<file path="src/design/bm_pkg.sv">
// shared constants, types and state codes for the boyer-moore search block
// no dependencies
package bm_pkg;

	localparam int PATTERN_MAX = 256;
	localparam int TEXT_MAX    = 1024;
	localparam int ALPHA       = 256;
	localparam int QDEPTH      = 4;

	localparam int PAW = $clog2(PATTERN_MAX);
	localparam int TAW = $clog2(TEXT_MAX);
	localparam int PCW = PAW + 1;
	localparam int TCW = TAW + 1;
	localparam int SW  = PCW;
	localparam int PIW = PCW + 1;
	localparam int TIW = TCW + 1;
	localparam int QAW = $clog2(QDEPTH);

	typedef enum logic [1:0] {
		K_PAT_BYTE,
		K_PAT_LAST,
		K_TXT_BYTE,
		K_TXT_LAST
	} kind_t;

	typedef struct packed {
		kind_t      kind;
		logic [7:0] data;
	} item_t;

	typedef enum logic [4:0] {
		ST_IDLE,
		ST_BC_FILL,
		ST_BC_RD,
		ST_BC_WR,
		ST_SUF_INIT,
		ST_SUF_CHK,
		ST_SUF_K,
		ST_SUF_ELSE,
		ST_SUF_G1,
		ST_SUF_G2,
		ST_SUF_G3,
		ST_SUF_SET,
		ST_GS_FILL,
		ST_GS1_RD,
		ST_GS1_CHK,
		ST_GS1_J,
		ST_GS1_JWR,
		ST_GS2_RD,
		ST_GS2_WR,
		ST_S_RD,
		ST_S_CMP,
		ST_S_SHIFT,
		ST_RES
	} state_t;

endpackage

</file>
<file path="src/design/bm_front.sv">
// front end: classifies incoming bytes and queues them for the engine
// depends on bm_pkg
module bm_front (
	input  logic          clk,
	input  logic          arst_n,
	input  logic          in_valid,
	output logic          in_ready,
	input  logic          action,
	input  logic [7:0]    data_byte,
	input  logic          is_last,
	output logic          q_valid,
	output bm_pkg::item_t q_item,
	input  logic          q_pop
);

	bm_pkg::item_t              mem_q [bm_pkg::QDEPTH];
	logic [bm_pkg::QAW-1:0]     wr_ptr_q;
	logic [bm_pkg::QAW-1:0]     rd_ptr_q;
	logic [bm_pkg::QAW:0]       count_q;
	logic                       push;
	bm_pkg::item_t              new_item;

	// classify the byte
	always_comb begin
		new_item.data = data_byte;
		case ({action, is_last})
			2'b00:   new_item.kind = bm_pkg::K_PAT_BYTE;
			2'b01:   new_item.kind = bm_pkg::K_PAT_LAST;
			2'b10:   new_item.kind = bm_pkg::K_TXT_BYTE;
			default: new_item.kind = bm_pkg::K_TXT_LAST;
		endcase
	end

	assign in_ready = (count_q != (bm_pkg::QAW+1)'(bm_pkg::QDEPTH));
	assign push     = in_valid && in_ready;
	assign q_valid  = (count_q != '0);
	assign q_item   = mem_q[rd_ptr_q];

	// queue storage
	always_ff @(posedge clk) begin
		if (push) begin
			mem_q[wr_ptr_q] <= new_item;
		end
	end

	// queue pointers
	always_ff @(posedge clk or negedge arst_n) begin
		if (!arst_n) begin
			wr_ptr_q <= '0;
			rd_ptr_q <= '0;
			count_q  <= '0;
		end else begin
			if (push) begin
				wr_ptr_q <= wr_ptr_q + 1'b1;
			end
			if (q_pop) begin
				rd_ptr_q <= rd_ptr_q + 1'b1;
			end
			if (push && !q_pop) begin
				count_q <= count_q + 1'b1;
			end else if (!push && q_pop) begin
				count_q <= count_q - 1'b1;
			end
		end
	end

endmodule

</file>
<file path="config.mk">
export PLATFORM = sky130hd
export DESIGN_NAME = bm_front
export DESIGN_NICKNAME = d
export VERILOG_FILES = /design/src/design/bm_pkg.sv /design/src/design/bm_front.sv
export SDC_FILE = /design/constraint.sdc
export NUM_CORES = 1
export LEC_CHECK = 0
export BUFFER_PORTS_ARGS = -buffer_cell sky130_fd_sc_hd__buf_2
export CAP_MARGIN = 20
export CORE_MARGIN = 10
export CORE_UTILIZATION = 30
export CTS_CLUSTER_SIZE = 25
export DETAILED_ROUTE_END_ITERATION = 12
export SLEW_MARGIN = 20
export SYNTH_ARGS = -nofsm -noshare
export SYNTH_HDL_FRONTEND = slang
export SYNTH_SLANG_ARGS = --single-unit
</file>
<file path="constraint.sdc">
create_clock -name clk -period 1.75 [get_ports clk]
set_clock_uncertainty 0.05 [all_clocks]
set_input_delay 0.35 -clock clk [delete_from_list [all_inputs] [get_ports clk]]
set_output_delay 0.35 -clock clk [all_outputs]
set_load 0.02 [all_outputs]
</file>
==> impl_summary.log <==
[metrics] # setup viols final: 10
[metrics] power per cell area: 1740 mW/mm2
[metrics] count of standard-cell rows: 28
[metrics] share of the synthesized area in the top cell type: 64.3%
[metrics] failing checks: negative setup slack
[metrics] clock tree from TritonCTS: done
[metrics] DR pass1 iterations: 4
[metrics] origin of the worst setup path: rd_ptr_q[0]
[metrics] part of the total power dissipated in sequential elements: 39.4%
[metrics] die width: just under 100 um
[metrics] run status: finished with violations
[metrics] initial cell density of the core: a little under a third
[metrics] number of max-cap violations: 0
[metrics] number of port buffers: 25
[metrics] critical hold path startpoint: data_byte[3]
[metrics] library cell used as clock root buffer: sky130_fd_sc_hd__clkbuf_8
[metrics] crit share post-route: 110%
[metrics] total congestion overflow after global routing: 0
[metrics] actual slew at the worst max-slew pin: about 0.29 ns
[metrics] clk slew on worst S/H paths: roughly 0.090 ns
[metrics] post-route minimum period: approximately 1.9 ns
[metrics] utilization after layout: 39.6%
[metrics] sequential share of the synthesized area: about three quarters
[metrics] maximum operating frequency: around 520 MHz
[metrics] cells traversed along the worst timing path: buf_12, mux4_2, buf_2
[metrics] slowest CP cell: sky130_fd_sc_hd__mux4_2
[metrics] net switching power: roughly 1300 uW
[metrics] DP HPWL: ~2400 um
[metrics] synthesized instance count: approximately 90
[metrics] Top Family by Delay on Critical Path: multiplexers
[metrics] count of endpoints failing hold in the final timing report: 0
[metrics] setup repair after global routing missed its margin: yes
[metrics] required time reported for the critical path endpoint: ~1.4 ns
[metrics] level count of the clock H-tree: 2
[metrics] total detailed-routing wirelength: 3310 um
[metrics] die height: between 90 and 100 um
[metrics] die area: 0.00978 mm2
[metrics] delay contributed by the slowest stage of the critical path: approximately 0.50 ns
[metrics] worst min-delay path class: in2reg
[metrics] Max-slew headroom: about four fifths
[metrics] average cell area after synthesis: about 21 um2
[metrics] Clock Tree Buf Depth: 2
[metrics] Worst-Skew Late Latency: 0.30 ns
[metrics] wire length per cell after detailed routing: approximately 16 um
[metrics] maximum vdd ir drop: around 910 uV
[metrics] post-placement worst setup slack: approximately 0.014 ns
[metrics] violation count after the first detailed-routing iteration: 31
[metrics] netlist area before placement: ~0.0019 mm2
[metrics] data arrival at the endpoint of the critical path: approximately 1.5 ns
[metrics] Critical R2R Launch: count_q[0]
[metrics] area of the core: approximately 0.006 mm2
[metrics] Post-DP Area: 0.00215 mm2
[metrics] Antenna Cells: 0
[metrics] Critical Path Sink Type: output port
[metrics] post-detailed-route count of antenna-violating nets: 0
[metrics] layout cell share with drive strength beyond 1: between 50 and 60%
[metrics] buffer and inverter count on the worst path: 2
[metrics] top-level I/O count: 26
[metrics] global-route wire length before repair: approximately 5300 um
[metrics] via count of the first global-routing pass: between 1000 and 1500
[metrics] final net count: between 150 and 200
[metrics] cell internal pwr: ~2900 uW
[metrics] Comb power frac: around two fifths
[metrics] number of pins exceeding their max-slew limit in the final report: 0
[metrics] pin count of the biggest net entering global routing: 16
[metrics] global-route usage over all layers: approximately 7.1%
[metrics] worst path setup slack after routing: -0.170 ns
[metrics] Mapped Nets: between 100 and 150
[metrics] Num CTS Buffers: 5
[metrics] routed via count: around 900
[metrics] switching share of power: between 30% and 40%
[metrics] total clock sinks: 47
[metrics] Clk pwr share: 20.0%
[metrics] DRC errors left: 0
[metrics] worst setup path class: reg2out
[metrics] largest cells by area after synthesis: sky130_fd_sc_hd__edfxtp_1 (64%), sky130_fd_sc_hd__mux4_2 (9.6%), sky130_fd_sc_hd__dfrtp_1 (9.4%)
[metrics] library cell occupying the most area in the post-synthesis netlist: sky130_fd_sc_hd__edfxtp_1
[metrics] design area: ~0.0024 mm2
[metrics] total of warnings raised by yosys: 0
[metrics] relative area change from synthesis to final layout: 26.9%
[metrics] hold slack final: approximately 0.21 ns
[metrics] distinct cell type count of the synthesized netlist: 20
[metrics] flip-flop and latch count after synthesis: between 40 and 50
[metrics] number of antenna violations at the first check in global routing: 0
[metrics] last weighted congestion value of the routability-driven placer: between 0.6 and 0.7
[metrics] Leak: around 0.0009 uW
[metrics] vias per inst: between 4 and 5
[metrics] Max Fanout on Critical Path: 9
[metrics] startpoint type of the worst setup path: flop
-- synth_stat cells --
| cell | n |
|---|---|
| sky130_fd_sc_hd__and2_2 | 1 |
| sky130_fd_sc_hd__ha_1 | 5 |
| sky130_fd_sc_hd__fa_1 | 1 |
| sky130_fd_sc_hd__and2_1 | 3 |
| sky130_fd_sc_hd__mux4_2 | 8 |
| sky130_fd_sc_hd__clkbuf_1 | 2 |
| sky130_fd_sc_hd__xnor2_1 | 3 |
| sky130_fd_sc_hd__buf_6 | 1 |
| sky130_fd_sc_hd__a21boi_2 | 1 |
| sky130_fd_sc_hd__mux2_2 | 1 |
| sky130_fd_sc_hd__or3_1 | 1 |
| sky130_fd_sc_hd__xor2_1 | 3 |
| sky130_fd_sc_hd__inv_1 | 4 |
| sky130_fd_sc_hd__mux2_4 | 1 |
| sky130_fd_sc_hd__edfxtp_1 | 40 |
| sky130_fd_sc_hd__nand2_1 | 2 |
| sky130_fd_sc_hd__dfrtp_1 | 7 |
| sky130_fd_sc_hd__mux4_1 | 2 |
| sky130_fd_sc_hd__buf_2 | 1 |
| sky130_fd_sc_hd__nor2_1 | 2 |
-- cells by family (layout without fill, tap and decap cells) --
| group | after synthesis | after routing | share of synthesized area, % |
|---|---|---|---|
| compound gates | 1 | 1 | 0.603 |
| buf+inv | 8 | 53 | 2.08 |
| flops | 47 | 47 | 73.7 |
| fa+ha+maj | 6 | 6 | 4.42 |
| mux | 12 | 12 | 13.9 |
| simple gates | 9 | 9 | 2.55 |
| xor+xnor | 6 | 6 | 2.81 |
-- final cells by class --
| class | count | area, um2 |
|---|---|---|
| Tap cell | 75 | 93.8 |
| Sequential cell | 47 | 1380 |
| Clock inverter | 2 | 38.8 |
| Inverter | 4 | 15.0 |
| Clock buffer | 6 | 82.6 |
| Multi-Input combinational cell | 34 | 458 |
| Timing Repair Buffer | 41 | 305 |
| Fill cell | 547 | 3620 |
-- worst reg2reg max path, delay by kind of cell (launching register included) --
kind / cells / cell delay [ns]
adders and majority gates: 2 / 0.61
DFF: 1 / 0.41
muxes: 1 / 0.26
and+or+nand+nor: 1 / 0.15
AOI/OAI and AO/OA: 1 / 0.08
buffers and inverters: 1 / 0.06
-- stage by stage --
step                      total power, uW  setup TNS, ns  instances
after floorplan                      2580         -0.141         89
after global placement               3030              0        194
after detailed placement             3110              0        194
after CTS                            4120          -1.76        208
after global routing                 4370          -2.27        209
final                                4120          -1.47        209
-- worst paths after layout --
path                          endpoint  slack, ns  cells after the start
hold reg to reg            wr_ptr_q[1]       0.56                      1
setup / recovery             q_item[2]      -0.17                      3
setup reg to reg            count_q[1]       0.02                      6
hold / removal             mem_q[3][3]       0.21                      1
min in group asynchronous  wr_ptr_q[0]       0.35                      2
max in group asynchronous  rd_ptr_q[0]       1.12                      2
-- cells in the final DEF (no fill, tap or decap), drive strengths merged, types with 2 or more instances in the layout --
cell type,n
ha,5
mux4,10
mux2,2
xor2,3
xnor2,3
and2,4
dfrtp,7
nand2,2
nor2,2
clkbuf,6
inv,5
buf,40
edfxtp,40
-- power by group through the flow --
stage                     Combinational, uW  Clock [uW]  Sequential, uW
after floorplan                         948           0            1630
after global placement                 1400           0            1630
after detailed placement               1460           0            1650
after CTS                              1640         856            1620
after global routing                   1820         901            1650
final                                  1670         822            1620
-- metal layers --
layer  routed length, um  vias up  track usage [%]  part of all wire, %
li1                    -      424                -                    -
met1                1440      431             7.76                   44
met2                1590       24             11.4                   48
met3                 219        7             3.21                  6.6
met4                  55        0             3.31                  1.7
met5                   0        -                0                    0
-- timing repair --
action / in CTS / in global routing
gates resized for setup: 11 / 7
pin swaps: 0 / 5
hold endpoints to repair: 7 / 0
buffers inserted: 5 / 1
hold buffers: 1 / 0
setup endpoints to repair: 12 / 13
-- sequential cells by signal, summed over array words and instances (netlist names) --
| signal | cells |
|---|---|
| count_q | 3 |
| mem_q | 40 |
| rd_ptr_q | 2 |
| wr_ptr_q | 2 |
Note: power is estimated with default switching activity, not from simulation.
